File: config.mk
export PLATFORM = sky130hd
export DESIGN_NAME = sequence_reorder_buffer_top_flat
export DESIGN_NICKNAME = d
export VERILOG_FILES = /design/src/srb_pkg.sv /design/src/srb_if.sv /design/src/sequence_reorder_buffer_top.sv /design/src/srb_ram.sv /design/src/srb_fifo.sv /design/src/srb_front.sv /design/src/srb_back.sv /design/src/flat_wrapper.sv
export SDC_FILE = /design/constraint.sdc
export NUM_CORES = 2
export LEC_CHECK = 0
export BUFFER_PORTS_ARGS = -buffer_cell sky130_fd_sc_hd__buf_2
export CORE_MARGIN = 8
export CORE_UTILIZATION = 45
export DETAILED_ROUTE_END_ITERATION = 10
export MAX_ROUTING_LAYER = met4
export PLACE_DENSITY_LB_ADDON = 0.08
export SLEW_MARGIN = 20
export SYNTH_ARGS = -nofsm -noshare
export SYNTH_HDL_FRONTEND = slang
export SYNTH_SLANG_ARGS = --single-unit
File: constraint.sdc
create_clock -name clk -period 11 [get_ports clk]
set_input_delay 0.55 -clock clk [delete_from_list [all_inputs] [get_ports clk]]
set_output_delay 0.55 -clock clk [all_outputs]
set_load 0.01 [all_outputs]
File: src/srb_pkg.sv
// ----------------------------------------------------------------------------
// srb_pkg: sequence reorder buffer shared definitions
// Field widths, command codes, register map and the structs passed
// between the front, the command queue and the back.
// ----------------------------------------------------------------------------
package srb_pkg;

  localparam int SEQ_W       = 20;
  localparam int CNT_W       = 25;
  localparam int BUF_W       = 8;
  localparam int WINDOW_DEF  = 32;
  localparam int QUEUE_DEF   = 2;

  localparam int APB_DATA_W  = 32;
  localparam int APB_ADDR_W  = 2;

  localparam logic [APB_ADDR_W-1:0] ADDR_STREAM_LEN = 2'd0;

  localparam logic [1:0] KIND_ERR   = 2'd0;
  localparam logic [1:0] KIND_PARK  = 2'd1;
  localparam logic [1:0] KIND_DELIV = 2'd2;

  typedef struct packed {
    logic [SEQ_W-1:0] seq;
    logic [CNT_W-1:0] byte_count;
    logic [BUF_W-1:0] buffer_id;
  } item_t;

  typedef struct packed {
    logic [1:0]       kind;
    item_t            item;
    logic [SEQ_W-1:0] off;
  } cmd_t;

  typedef struct packed {
    logic             vld;
    logic [BUF_W-1:0] buffer_id;
    logic [CNT_W-1:0] byte_count;
  } slot_word_t;

  typedef struct packed {
    logic             idle;
    logic [SEQ_W-1:0] next_expected;
  } back_stat_t;

endpackage

File: src/srb_if.sv
// ----------------------------------------------------------------------------
// srb_if: chunk and result channels
// Valid/ready channels carrying one arriving chunk word and one
// delivered result word.
// ----------------------------------------------------------------------------
interface srb_in_if;
  logic                      valid;
  logic                      ready;
  logic [srb_pkg::SEQ_W-1:0] seq;
  logic [srb_pkg::CNT_W-1:0] byte_count;
  logic [srb_pkg::BUF_W-1:0] buffer_id;

  modport source (output valid, output seq, output byte_count, output buffer_id,
                  input ready);
  modport sink (input valid, input seq, input byte_count, input buffer_id,
                output ready);
endinterface

interface srb_out_if;
  logic                      valid;
  logic                      ready;
  logic [srb_pkg::SEQ_W-1:0] out_seq;
  logic [srb_pkg::CNT_W-1:0] out_byte_count;
  logic [srb_pkg::BUF_W-1:0] out_buffer_id;
  logic                      last;
  logic                      error;
  logic                      done_res;

  modport source (output valid, output out_seq, output out_byte_count,
                  output out_buffer_id, output last, output error,
                  output done_res, input ready);
  modport sink (input valid, input out_seq, input out_byte_count,
                input out_buffer_id, input last, input error,
                input done_res, output ready);
endinterface

File: src/sequence_reorder_buffer_top.sv
// ----------------------------------------------------------------------------
// sequence_reorder_buffer_top: sequence reorder buffer
// Delivers out-of-order data chunks in sequence order through a window
// of parked slots, flagging stale, out-of-window and late chunks.
// ----------------------------------------------------------------------------
// After reset the block sweeps the WINDOW-entry slot memory before it takes
// the first chunk; configuration writes are taken meanwhile.
// One chunk is in flight at a time: the next chunk is accepted only after a
// parked or rejected chunk, or the burst of in-order words that a chunk
// releases, has been handled, one word per cycle while the result side keeps
// ready high. A chunk passes the intake register and the command queue, and a
// parked or delivered chunk also the registered read of the slot memory,
// which is read once per delivered word while a burst drains.
// The stream length lies at APB address 0 and must be written while the
// block is idle.
module sequence_reorder_buffer_top #(
  parameter int WINDOW      = srb_pkg::WINDOW_DEF,
  parameter int QUEUE_DEPTH = srb_pkg::QUEUE_DEF
) (
  input  logic                           clk,
  input  logic                           rst,
  srb_in_if.sink                         chunk,
  srb_out_if.source                      result,
  input  logic                           psel,
  input  logic                           penable,
  input  logic                           pwrite,
  input  logic [srb_pkg::APB_ADDR_W-1:0] paddr,
  input  logic [srb_pkg::APB_DATA_W-1:0] pwdata,
  output logic [srb_pkg::APB_DATA_W-1:0] prdata,
  output logic                           pready
);

  logic [srb_pkg::SEQ_W-1:0] stream_len;
  srb_pkg::back_stat_t       stat;
  srb_pkg::cmd_t             push_cmd;
  srb_pkg::cmd_t             pop_cmd;
  logic                      push;
  logic                      pop;
  logic                      q_empty;
  logic                      q_full;

  assign pready = 1'b1;
  assign prdata = (paddr == srb_pkg::ADDR_STREAM_LEN) ?
                  {{(srb_pkg::APB_DATA_W-srb_pkg::SEQ_W){1'b0}}, stream_len} : '0;

  always_ff @(posedge clk) begin
    if (rst) begin
      stream_len <= '0;
    end else if (psel && penable && pwrite && pready &&
                 (paddr == srb_pkg::ADDR_STREAM_LEN)) begin
      stream_len <= pwdata[srb_pkg::SEQ_W-1:0];
    end
  end

  srb_front #(
    .WINDOW (WINDOW)
  ) u_front (
    .clk        (clk),
    .rst        (rst),
    .chunk      (chunk),
    .stream_len (stream_len),
    .stat       (stat),
    .q_empty    (q_empty),
    .q_full     (q_full),
    .push       (push),
    .cmd        (push_cmd)
  );

  srb_fifo #(
    .DEPTH (QUEUE_DEPTH)
  ) u_queue (
    .clk      (clk),
    .rst      (rst),
    .push     (push),
    .push_cmd (push_cmd),
    .pop      (pop),
    .pop_cmd  (pop_cmd),
    .empty    (q_empty),
    .full     (q_full)
  );

  srb_back #(
    .WINDOW (WINDOW)
  ) u_back (
    .clk        (clk),
    .rst        (rst),
    .stream_len (stream_len),
    .cmd_valid  (!q_empty),
    .cmd        (pop_cmd),
    .pop        (pop),
    .stat       (stat),
    .result     (result)
  );

endmodule

File: src/srb_ram.sv
// ----------------------------------------------------------------------------
// srb_ram: generic simple dual port ram
// One write port and one read port with registered read data.
// ----------------------------------------------------------------------------
module srb_ram #(
  parameter int WIDTH = 8,
  parameter int DEPTH = 2
) (
  input  logic                     clk,
  input  logic                     we,
  input  logic [$clog2(DEPTH)-1:0] waddr,
  input  logic [WIDTH-1:0]         wdata,
  input  logic                     re,
  input  logic [$clog2(DEPTH)-1:0] raddr,
  output logic [WIDTH-1:0]         rdata
);

  logic [WIDTH-1:0] mem [DEPTH];

  always_ff @(posedge clk) begin
    if (we) begin
      mem[waddr] <= wdata;
    end
    if (re) begin
      rdata <= mem[raddr];
    end
  end

endmodule

File: src/srb_fifo.sv
// ----------------------------------------------------------------------------
// srb_fifo: command queue
// Short queue of classified commands between the front and the back.
// ----------------------------------------------------------------------------
module srb_fifo #(
  parameter int DEPTH = srb_pkg::QUEUE_DEF
) (
  input  logic          clk,
  input  logic          rst,
  input  logic          push,
  input  srb_pkg::cmd_t push_cmd,
  input  logic          pop,
  output srb_pkg::cmd_t pop_cmd,
  output logic          empty,
  output logic          full
);

  localparam int PTR_W = (DEPTH > 1) ? $clog2(DEPTH) : 1;
  localparam int CNT_W = $clog2(DEPTH + 1);
  localparam logic [PTR_W-1:0] LAST_PTR = PTR_W'(DEPTH - 1);

  srb_pkg::cmd_t    entries [DEPTH];
  logic [PTR_W-1:0] wr_ptr;
  logic [PTR_W-1:0] rd_ptr;
  logic [CNT_W-1:0] count;
  logic             do_push;
  logic             do_pop;

  assign empty   = (count == '0);
  assign full    = (count == CNT_W'(DEPTH));
  assign do_push = push && !full;
  assign do_pop  = pop && !empty;
  assign pop_cmd = entries[rd_ptr];

  always_ff @(posedge clk) begin
    if (rst) begin
      wr_ptr <= '0;
      rd_ptr <= '0;
      count  <= '0;
    end else begin
      if (do_push) begin
        wr_ptr <= (wr_ptr == LAST_PTR) ? '0 : wr_ptr + 1'b1;
      end
      if (do_pop) begin
        rd_ptr <= (rd_ptr == LAST_PTR) ? '0 : rd_ptr + 1'b1;
      end
      if (do_push && !do_pop) begin
        count <= count + 1'b1;
      end else if (do_pop && !do_push) begin
        count <= count - 1'b1;
      end
    end
  end

  always_ff @(posedge clk) begin
    if (do_push) begin
      entries[wr_ptr] <= push_cmd;
    end
  end

endmodule

File: src/srb_front.sv
// ----------------------------------------------------------------------------
// srb_front: chunk intake and classification
// Takes one chunk word, checks it against the expected sequence number,
// the stream length and the window, and queues an error, park or deliver command.
// ----------------------------------------------------------------------------
module srb_front #(
  parameter int WINDOW = srb_pkg::WINDOW_DEF
) (
  input  logic                      clk,
  input  logic                      rst,
  srb_in_if.sink                    chunk,
  input  logic [srb_pkg::SEQ_W-1:0] stream_len,
  input  srb_pkg::back_stat_t       stat,
  input  logic                      q_empty,
  input  logic                      q_full,
  output logic                      push,
  output srb_pkg::cmd_t             cmd
);

  localparam logic [srb_pkg::SEQ_W-1:0] WIN = srb_pkg::SEQ_W'(WINDOW);

  logic                      held;
  srb_pkg::item_t            hold;
  logic [srb_pkg::SEQ_W-1:0] off;
  logic                      reject;

  assign chunk.ready = !held && stat.idle && q_empty;
  assign push        = held && !q_full;

  always_comb begin
    off    = hold.seq - stat.next_expected;
    reject = (stat.next_expected >= stream_len) || (hold.seq < stat.next_expected) ||
             (hold.seq >= stream_len) || (off >= WIN);
    cmd.item = hold;
    cmd.off  = off;
    if (reject) begin
      cmd.kind = srb_pkg::KIND_ERR;
    end else if (hold.seq == stat.next_expected) begin
      cmd.kind = srb_pkg::KIND_DELIV;
    end else begin
      cmd.kind = srb_pkg::KIND_PARK;
    end
  end

  always_ff @(posedge clk) begin
    if (rst) begin
      held <= 1'b0;
    end else if (push) begin
      held <= 1'b0;
    end else if (chunk.valid && chunk.ready) begin
      held <= 1'b1;
    end
  end

  always_ff @(posedge clk) begin
    if (chunk.valid && chunk.ready) begin
      hold.seq        <= chunk.seq;
      hold.byte_count <= chunk.byte_count;
      hold.buffer_id  <= chunk.buffer_id;
    end
  end

endmodule

File: src/srb_back.sv
// ----------------------------------------------------------------------------
// srb_back: slot store and in-order delivery
// Runs queued commands against the slot memory: parks chunks, reports
// rejects and drains consecutive parked chunks into the result register.
// ----------------------------------------------------------------------------
module srb_back #(
  parameter int WINDOW = srb_pkg::WINDOW_DEF
) (
  input  logic                      clk,
  input  logic                      rst,
  input  logic [srb_pkg::SEQ_W-1:0] stream_len,
  input  logic                      cmd_valid,
  input  srb_pkg::cmd_t             cmd,
  output logic                      pop,
  output srb_pkg::back_stat_t       stat,
  srb_out_if.source                 result
);

  localparam int IDX_W = $clog2(WINDOW);
  localparam logic [IDX_W-1:0] LAST_IDX = IDX_W'(WINDOW - 1);
  localparam logic [IDX_W:0]   WIN_EXT  = (IDX_W+1)'(WINDOW);

  localparam logic [2:0] ST_CLEAR = 3'd0;
  localparam logic [2:0] ST_IDLE  = 3'd1;
  localparam logic [2:0] ST_ERR   = 3'd2;
  localparam logic [2:0] ST_PARK  = 3'd3;
  localparam logic [2:0] ST_DRAIN = 3'd4;

  function automatic logic [IDX_W-1:0] inc_slot(input logic [IDX_W-1:0] x);
    return (x == LAST_IDX) ? '0 : x + 1'b1;
  endfunction

  logic [2:0]                state, state_next;
  logic [srb_pkg::SEQ_W-1:0] ne, ne_next;
  logic [IDX_W-1:0]          ne_slot, ne_slot_next;
  logic [IDX_W-1:0]          clr_addr, clr_addr_next;
  logic [IDX_W-1:0]          pslot, pslot_next;
  logic [IDX_W-1:0]          burst, burst_next;
  srb_pkg::item_t            cur, cur_next;

  logic                      o_valid;
  srb_pkg::item_t            o_item;
  logic                      o_last;
  logic                      o_err;
  logic                      o_done;

  logic                      out_free;
  logic                      emit;
  logic                      e_last;
  logic                      e_err;
  logic                      e_done;
  logic                      more;
  logic [IDX_W:0]            psum;
  logic [IDX_W-1:0]          pslot_c;

  logic                      we;
  logic [IDX_W-1:0]          waddr;
  srb_pkg::slot_word_t       wdata;
  logic                      re;
  logic [IDX_W-1:0]          raddr;
  srb_pkg::slot_word_t       rdata;

  srb_ram #(
    .WIDTH ($bits(srb_pkg::slot_word_t)),
    .DEPTH (WINDOW)
  ) u_slots (
    .clk   (clk),
    .we    (we),
    .waddr (waddr),
    .wdata (wdata),
    .re    (re),
    .raddr (raddr),
    .rdata (rdata)
  );

  assign out_free           = !o_valid || result.ready;
  assign stat.idle          = (state == ST_IDLE);
  assign stat.next_expected = ne;

  // slot of a parked chunk: slot of next_expected plus its distance, wrapped
  assign psum    = {1'b0, ne_slot} + {1'b0, cmd.off[IDX_W-1:0]};
  assign pslot_c = (psum >= WIN_EXT) ? IDX_W'(psum - WIN_EXT) : psum[IDX_W-1:0];
  assign more    = (ne < stream_len) && rdata.vld;

  always_comb begin
    state_next    = state;
    ne_next       = ne;
    ne_slot_next  = ne_slot;
    clr_addr_next = clr_addr;
    pslot_next    = pslot;
    burst_next    = burst;
    cur_next      = cur;
    pop           = 1'b0;
    we            = 1'b0;
    waddr         = ne_slot;
    wdata         = '0;
    re            = 1'b0;
    raddr         = ne_slot;
    emit          = 1'b0;
    e_last        = 1'b1;
    e_err         = 1'b0;
    e_done        = 1'b0;
    unique case (state)
      ST_CLEAR: begin
        we    = 1'b1;
        waddr = clr_addr;
        if (clr_addr == LAST_IDX) begin
          state_next = ST_IDLE;
        end else begin
          clr_addr_next = clr_addr + 1'b1;
        end
      end
      ST_IDLE: begin
        if (cmd_valid) begin
          pop      = 1'b1;
          cur_next = cmd.item;
          unique case (cmd.kind)
            srb_pkg::KIND_PARK: begin
              re         = 1'b1;
              raddr      = pslot_c;
              pslot_next = pslot_c;
              state_next = ST_PARK;
            end
            srb_pkg::KIND_DELIV: begin
              ne_next      = cmd.item.seq + 1'b1;
              ne_slot_next = inc_slot(ne_slot);
              burst_next   = '0;
              re           = 1'b1;
              raddr        = inc_slot(ne_slot);
              state_next   = ST_DRAIN;
            end
            default: begin
              state_next = ST_ERR;
            end
          endcase
        end
      end
      ST_ERR: begin
        if (out_free) begin
          emit       = 1'b1;
          e_err      = 1'b1;
          state_next = ST_IDLE;
        end
      end
      ST_PARK: begin
        if (rdata.vld) begin
          if (out_free) begin
            emit       = 1'b1;
            e_err      = 1'b1;
            state_next = ST_IDLE;
          end
        end else begin
          we               = 1'b1;
          waddr            = pslot;
          wdata.vld        = 1'b1;
          wdata.buffer_id  = cur.buffer_id;
          wdata.byte_count = cur.byte_count;
          state_next       = ST_IDLE;
        end
      end
      ST_DRAIN: begin
        if (out_free) begin
          emit   = 1'b1;
          e_last = !more;
          e_done = (ne == stream_len);
          // a burst ends after WINDOW words
          if (more && (burst != LAST_IDX)) begin
            we                  = 1'b1;
            waddr               = ne_slot;
            cur_next.seq        = ne;
            cur_next.byte_count = rdata.byte_count;
            cur_next.buffer_id  = rdata.buffer_id;
            ne_next             = ne + 1'b1;
            ne_slot_next        = inc_slot(ne_slot);
            burst_next          = burst + 1'b1;
            re                  = 1'b1;
            raddr               = inc_slot(ne_slot);
          end else begin
            state_next = ST_IDLE;
          end
        end
      end
      default: begin
        state_next = ST_IDLE;
      end
    endcase
  end

  always_ff @(posedge clk) begin
    if (rst) begin
      state    <= ST_CLEAR;
      ne       <= '0;
      ne_slot  <= '0;
      clr_addr <= '0;
      o_valid  <= 1'b0;
    end else begin
      state    <= state_next;
      ne       <= ne_next;
      ne_slot  <= ne_slot_next;
      clr_addr <= clr_addr_next;
      if (emit) begin
        o_valid <= 1'b1;
      end else if (result.ready) begin
        o_valid <= 1'b0;
      end
    end
  end

  always_ff @(posedge clk) begin
    pslot <= pslot_next;
    burst <= burst_next;
    cur   <= cur_next;
    if (emit) begin
      o_item <= cur;
      o_last <= e_last;
      o_err  <= e_err;
      o_done <= e_done;
    end
  end

  assign result.valid          = o_valid;
  assign result.out_seq        = o_item.seq;
  assign result.out_byte_count = o_item.byte_count;
  assign result.out_buffer_id  = o_item.buffer_id;
  assign result.last           = o_last;
  assign result.error          = o_err;
  assign result.done_res       = o_done;

`ifndef ASSERT_OFF
  // completing the stream always closes the burst
  assert property (@(posedge clk) disable iff (rst) (o_valid && o_done) |-> o_last)
    else $error("done word without last");

  // a reject is a single word and never completes the stream
  assert property (@(posedge clk) disable iff (rst) (o_valid && o_err) |-> (o_last && !o_done))
    else $error("error word with bad flags");

  // slot of next_expected stays inside the window
  assert property (@(posedge clk) disable iff (rst) ne_slot <= LAST_IDX)
    else $error("slot index out of window");

  // no command is taken before the slot clearing pass ends
  assert property (@(posedge clk) disable iff (rst) (state == ST_CLEAR) |-> !pop)
    else $error("command popped during clear");
`endif

endmodule
File: src/flat_wrapper.sv
// flat-port wrapper written by rule: the top's interface ports become plain ports
module sequence_reorder_buffer_top_flat 
#(
  parameter int WINDOW      = srb_pkg::WINDOW_DEF,
  parameter int QUEUE_DEPTH = srb_pkg::QUEUE_DEF
)
  (clk, rst, psel, penable, pwrite, paddr, pwdata, prdata, pready, chunk_valid, chunk_seq, chunk_byte_count, chunk_buffer_id, chunk_ready, result_valid, result_out_seq, result_out_byte_count, result_out_buffer_id, result_last, result_error, result_done_res, result_ready);
  srb_in_if chunk_i ();
  srb_out_if result_i ();
  input  logic clk;
  input  logic rst;
  input  logic psel;
  input  logic penable;
  input  logic pwrite;
  input  logic [srb_pkg::APB_ADDR_W-1:0] paddr;
  input  logic [srb_pkg::APB_DATA_W-1:0] pwdata;
  output logic [srb_pkg::APB_DATA_W-1:0] prdata;
  output logic pready;
  input wire logic [$bits(chunk_i.valid)-1:0] chunk_valid;
  input wire logic [$bits(chunk_i.seq)-1:0] chunk_seq;
  input wire logic [$bits(chunk_i.byte_count)-1:0] chunk_byte_count;
  input wire logic [$bits(chunk_i.buffer_id)-1:0] chunk_buffer_id;
  output wire logic [$bits(chunk_i.ready)-1:0] chunk_ready;
  output wire logic [$bits(result_i.valid)-1:0] result_valid;
  output wire logic [$bits(result_i.out_seq)-1:0] result_out_seq;
  output wire logic [$bits(result_i.out_byte_count)-1:0] result_out_byte_count;
  output wire logic [$bits(result_i.out_buffer_id)-1:0] result_out_buffer_id;
  output wire logic [$bits(result_i.last)-1:0] result_last;
  output wire logic [$bits(result_i.error)-1:0] result_error;
  output wire logic [$bits(result_i.done_res)-1:0] result_done_res;
  input wire logic [$bits(result_i.ready)-1:0] result_ready;
  assign chunk_i.valid = chunk_valid;
  assign chunk_i.seq = chunk_seq;
  assign chunk_i.byte_count = chunk_byte_count;
  assign chunk_i.buffer_id = chunk_buffer_id;
  assign chunk_ready = chunk_i.ready;
  assign result_valid = result_i.valid;
  assign result_out_seq = result_i.out_seq;
  assign result_out_byte_count = result_i.out_byte_count;
  assign result_out_buffer_id = result_i.out_buffer_id;
  assign result_last = result_i.last;
  assign result_error = result_i.error;
  assign result_done_res = result_i.done_res;
  assign result_i.ready = result_ready;
  sequence_reorder_buffer_top #(.WINDOW(WINDOW), .QUEUE_DEPTH(QUEUE_DEPTH)) u_core (.clk(clk), .rst(rst), .chunk(chunk_i), .result(result_i), .psel(psel), .penable(penable), .pwrite(pwrite), .paddr(paddr), .pwdata(pwdata), .prdata(prdata), .pready(pready));
endmodule
==> run_results.csv <==
group,metric,value,unit
synthesis,ys_top_cells_by_area,"edfxtp_1 (72%), nand2_1 (5.6%), mux2i_1 (3.5%), dfxtp_1 (2.0%), a31oi_1 (1.8%)",
placed_design,placedCellCount,5898,
sta,setup_violations,0,
global_route,gr-total-overflow,0,
setup_path,cp_data_arrival_time,6.95,ns
pwr,internal_power,9.423,mW
synthesis,yosysWarnings,0,
cells_and_area,syn_to_final_growth,14.30,%
sta,maxSlewHeadroom,20.71,%
sta,post-route-period-util,58.87,%
placed_design,gp_congestion,0.8022,
setup_path,path_class,"flip-flop to flip-flop",
setup_path,crit_path_start_kind,"flip-flop",
cells_and_area,finalNetCount,4560,
floorplanning,initial_core_util,45.43,%
synthesis,yosysTopAreaCell,"edfxtp_1",
synthesis,synth.avg_cell_area,14.18,sq um
job,maxCapViolations,0,
global_route,met1_usage,33.22,%
floorplanning,chipWidth,377.8,microns
placed_design,dpl_worst_slack,4.483,ns
pwr,leakage,23.66,nW
sta,fin_crit,6.475,ns
clocking,clock-root-buffer,"clkbuf_16",
synthesis,synth-seq-cells,1474,
sta,fin_tns_setup,0,ns
global_route,met3_usage,3.122,%
drt,drc,0,
sta,fmax,154.4,MHz
clocking,cts_sinks,1474,
clocking,h-tree-depth,4,
synthesis,yosysSeqAreaShare,74.12,%
pwr,p_sw_share,22.52,%
global_route,antenna_found_initial,11,
outcome,status,"finished, final reports clean",
min_path,worstHoldPathType,"input port to flip-flop",
clocking,cts_tree,"built",
global_route,gr-max-usage-layer,"met2",
global_route,grt_pass1_vias,33820,
clocking,cts_setup_buffers,0,
clocking,cts_buffer_depth,3,
pwr,power_frac_seq,52.6,%
global_route,grt_pass1_wl,234200,microns
floorplanning,core_area,129600,sq um
synthesis,async_flop_share,0,%
sta,final_max_slew_viol_count,0,
synthesis,synth_area,58900,sq um
synthesis,synth_edf_count,1414,
setup_path,crit_fanout,99,
global_route,grt_use_total,22.91,%
cells_and_area,drive_gt1_share,12.30,%
sta,clock_skew,0.03374,ns
floorplanning,rows,132,
sta,setup_ws,4.525,ns
pwr,power.switching,2.739,mW
sta,hold_ws,0.06801,ns
floorplanning,io_pins,185,
synthesis,ys_types,75,
cells_and_area,instances_no_fill,6265,
sta,worst-slew-pin-transition,1.182,ns
sta,hold_violations,0,
synthesis,ys.flop_type,"edfxtp_1",
drt,via_per_inst,5.602,
placed_design,dpl.hpwl,88810,microns
cells_and_area,fill_cells,10890,
pwr,clock_power_share,41.3,%
clocking,clkLatencyLatePin,0.79,ns
placed_design,port_buffers,159,
setup_path,worst_ep_required_time,11.47,ns
setup_path,end_kind,"flip-flop",
synthesis,synth_cells,4154,
global_route,grt_max_degree,158,
pwr,power_density,180.6,nW/um^2
drt,vias,35100,
global_route,use_met2,34.43,%
drt,drt_wl_total,161600,microns
synthesis,synth_top_area_share,72.08,%
clocking,clk_pin_slew,0.06,ns
sta,grt_setup_unrepaired,"false",
floorplanning,dieArea,142700,sq um
pwr,peakVddDrop,125.5,uV
pwr,p_comb_share,6.2,%
drt,drtAntennaViolNets,0,
drt,dr.pass1.iters,7,
drt,wl_per_cell,25.79,microns
drt,drtIter0Drc,3404,
floorplanning,die_height,377.8,microns
clocking,cts_buffers,158,
-- critical path: stages (launching register included) --
cell      delay, ns
dfxtp_4        0.57
buf_4          0.70
mux2i_1        0.42
inv_1          0.11
ha_1           0.31
or3_1          0.49
a211oi_1       0.25
o21ai_1        0.17
nand3_4        0.58
buf_12         0.44
buf_4          0.68
mux2i_1        0.27
o22ai_1        0.10
a211oi_1       0.58
a211oi_1       0.24
-- repair_timing --
item                      CTS  global route
hold endpoints to repair   72             0
gates resized for setup     0             0
hold buffers               72             0
-- metal layers --
layer / routed length, microns / part of all wire [%]
met1: 74390 / 46
met2: 73150 / 45
met3: 10890 / 6.7
met4: 3146 / 1.9
met5: 0 / 0
-- final timing paths --
path / from / end / slack [ns] / depth (start not counted)
worst max-delay path: flip-flop / u_core.u_back.u_slots.rdata[15] / 4.52 / 14
worst min-delay path: chunk_byte_count[3] / u_core.u_front.cmd[31] / 0.07 / 1
worst max register to register: flip-flop / u_core.u_back.u_slots.rdata[15] / 4.52 / 14
worst min register to register: u_core.u_back.cur[36] / u_core.u_back.result.out_seq[3] / 0.41 / 0
-- cell usage in the layout, fill, tap and decap left out, types with 41 or more instances in the layout --
cell type         n
o21ai_0          60
inv_1            73
o22ai_1         130
a21oi_1         137
and3_1          171
nor2_1           86
nand2_1         870
clkinv_1         41
clkbuf_16       160
a211oi_1         88
buf_4            74
dfxtp_1          59
edfxtp_1       1414
dlygate4sd3_1    72
a31oi_1         172
ha_1             76
buf_2           159
mux2i_1         205
-- area by class of cell --
type	instances	area, sq um	share of cell area [%]
antenna	3	7.507	0.01115
inverter	75	281.5	0.4181
timing repair buffer	307	2112	3.137
sequential	1474	43670	64.85
clock buffer	201	4178	6.205
tap	1742	2180	3.237
multi-input combinational	2372	14200	21.09
clock inverter	91	705.7	1.048
-- state kept, by name, summed over array words and instances, names as in the netlist, 2 cells and up, named ones only --
name,flops
u_core.u_back.burst,5
u_core.u_back.u_slots.rdata,34
u_core.u_front.cmd,53
u_core.u_queue.count,2
u_core.u_back.cur,53
u_core.u_back.u_slots.mem,1088
u_core.u_back.pslot,5
u_core.u_back.ne_slot,5
u_core.u_queue.entries,120
u_core.u_back.result.out_byte_count,25
u_core.u_back.result.out_buffer_id,8
u_core.u_back.state,3
u_core.u_back.clr_addr,5
u_core.u_back.result.out_seq,20
u_core.stream_len,20
u_core.u_back.ne,20
-- Yosys cell counts, types with 11 or more instances --
| master | instances |
|---|---|
| a211oi_1 | 89 |
| xnor2_1 | 23 |
| o22ai_1 | 130 |
| a21o_1 | 12 |
| nand4_1 | 15 |
| dfxtp_1 | 60 |
| ha_1 | 76 |
| nor3_1 | 31 |
| nand2b_1 | 12 |
| o21ai_0 | 60 |
| clkbuf_1 | 120 |
| xor2_1 | 17 |
| nand3_1 | 24 |
| nor2b_1 | 11 |
| inv_1 | 74 |
| edfxtp_1 | 1414 |
| and2_1 | 44 |
| nand2_1 | 879 |
| a221o_1 | 35 |
| nor2_1 | 121 |
| and3_1 | 172 |
| buf_2 | 71 |
| mux2i_1 | 205 |
| buf_4 | 42 |
| a21oi_1 | 137 |
| a31oi_1 | 172 |
-- through the flow --
step | cell area (sq um) | util [%] | total power, mW
floorplan | 58950 | - | 6.910
global placement | 61680 | 47.57 | 7.227
detailed placement | 61690 | 47.58 | 7.235
CTS | 67290 | 51.90 | 12.27
global route | 67320 | 51.93 | 12.55
finish | 67330 | 51.93 | 12.16
-- logic make-up (layout without fill, tap and decap cells) --
family,count (synthesis),in the layout,share of synthesized area (%)
other,2,16,0.01275
AOI/OAI and AO/OA,679,679,7.386
buffers and inverters,319,674,2.477
muxes,210,210,3.579
and+or+nand+nor,1352,1352,10.14
DFF,1474,1474,74.12
xor gates and xnor gates,40,40,0.5947
adders and majority gates,78,78,1.682
-- power by group through the flow --
stage	Clock [mW]	Combinational [mW]	Sequential, mW
finish	5.02	0.749	6.39
global route	5.34	0.809	6.40
CTS	5.13	0.750	6.39
detailed placement	0	0.727	6.51
global placement	0	0.724	6.50
floorplan	0	0.421	6.49
Power figures use the tool's default switching activity.
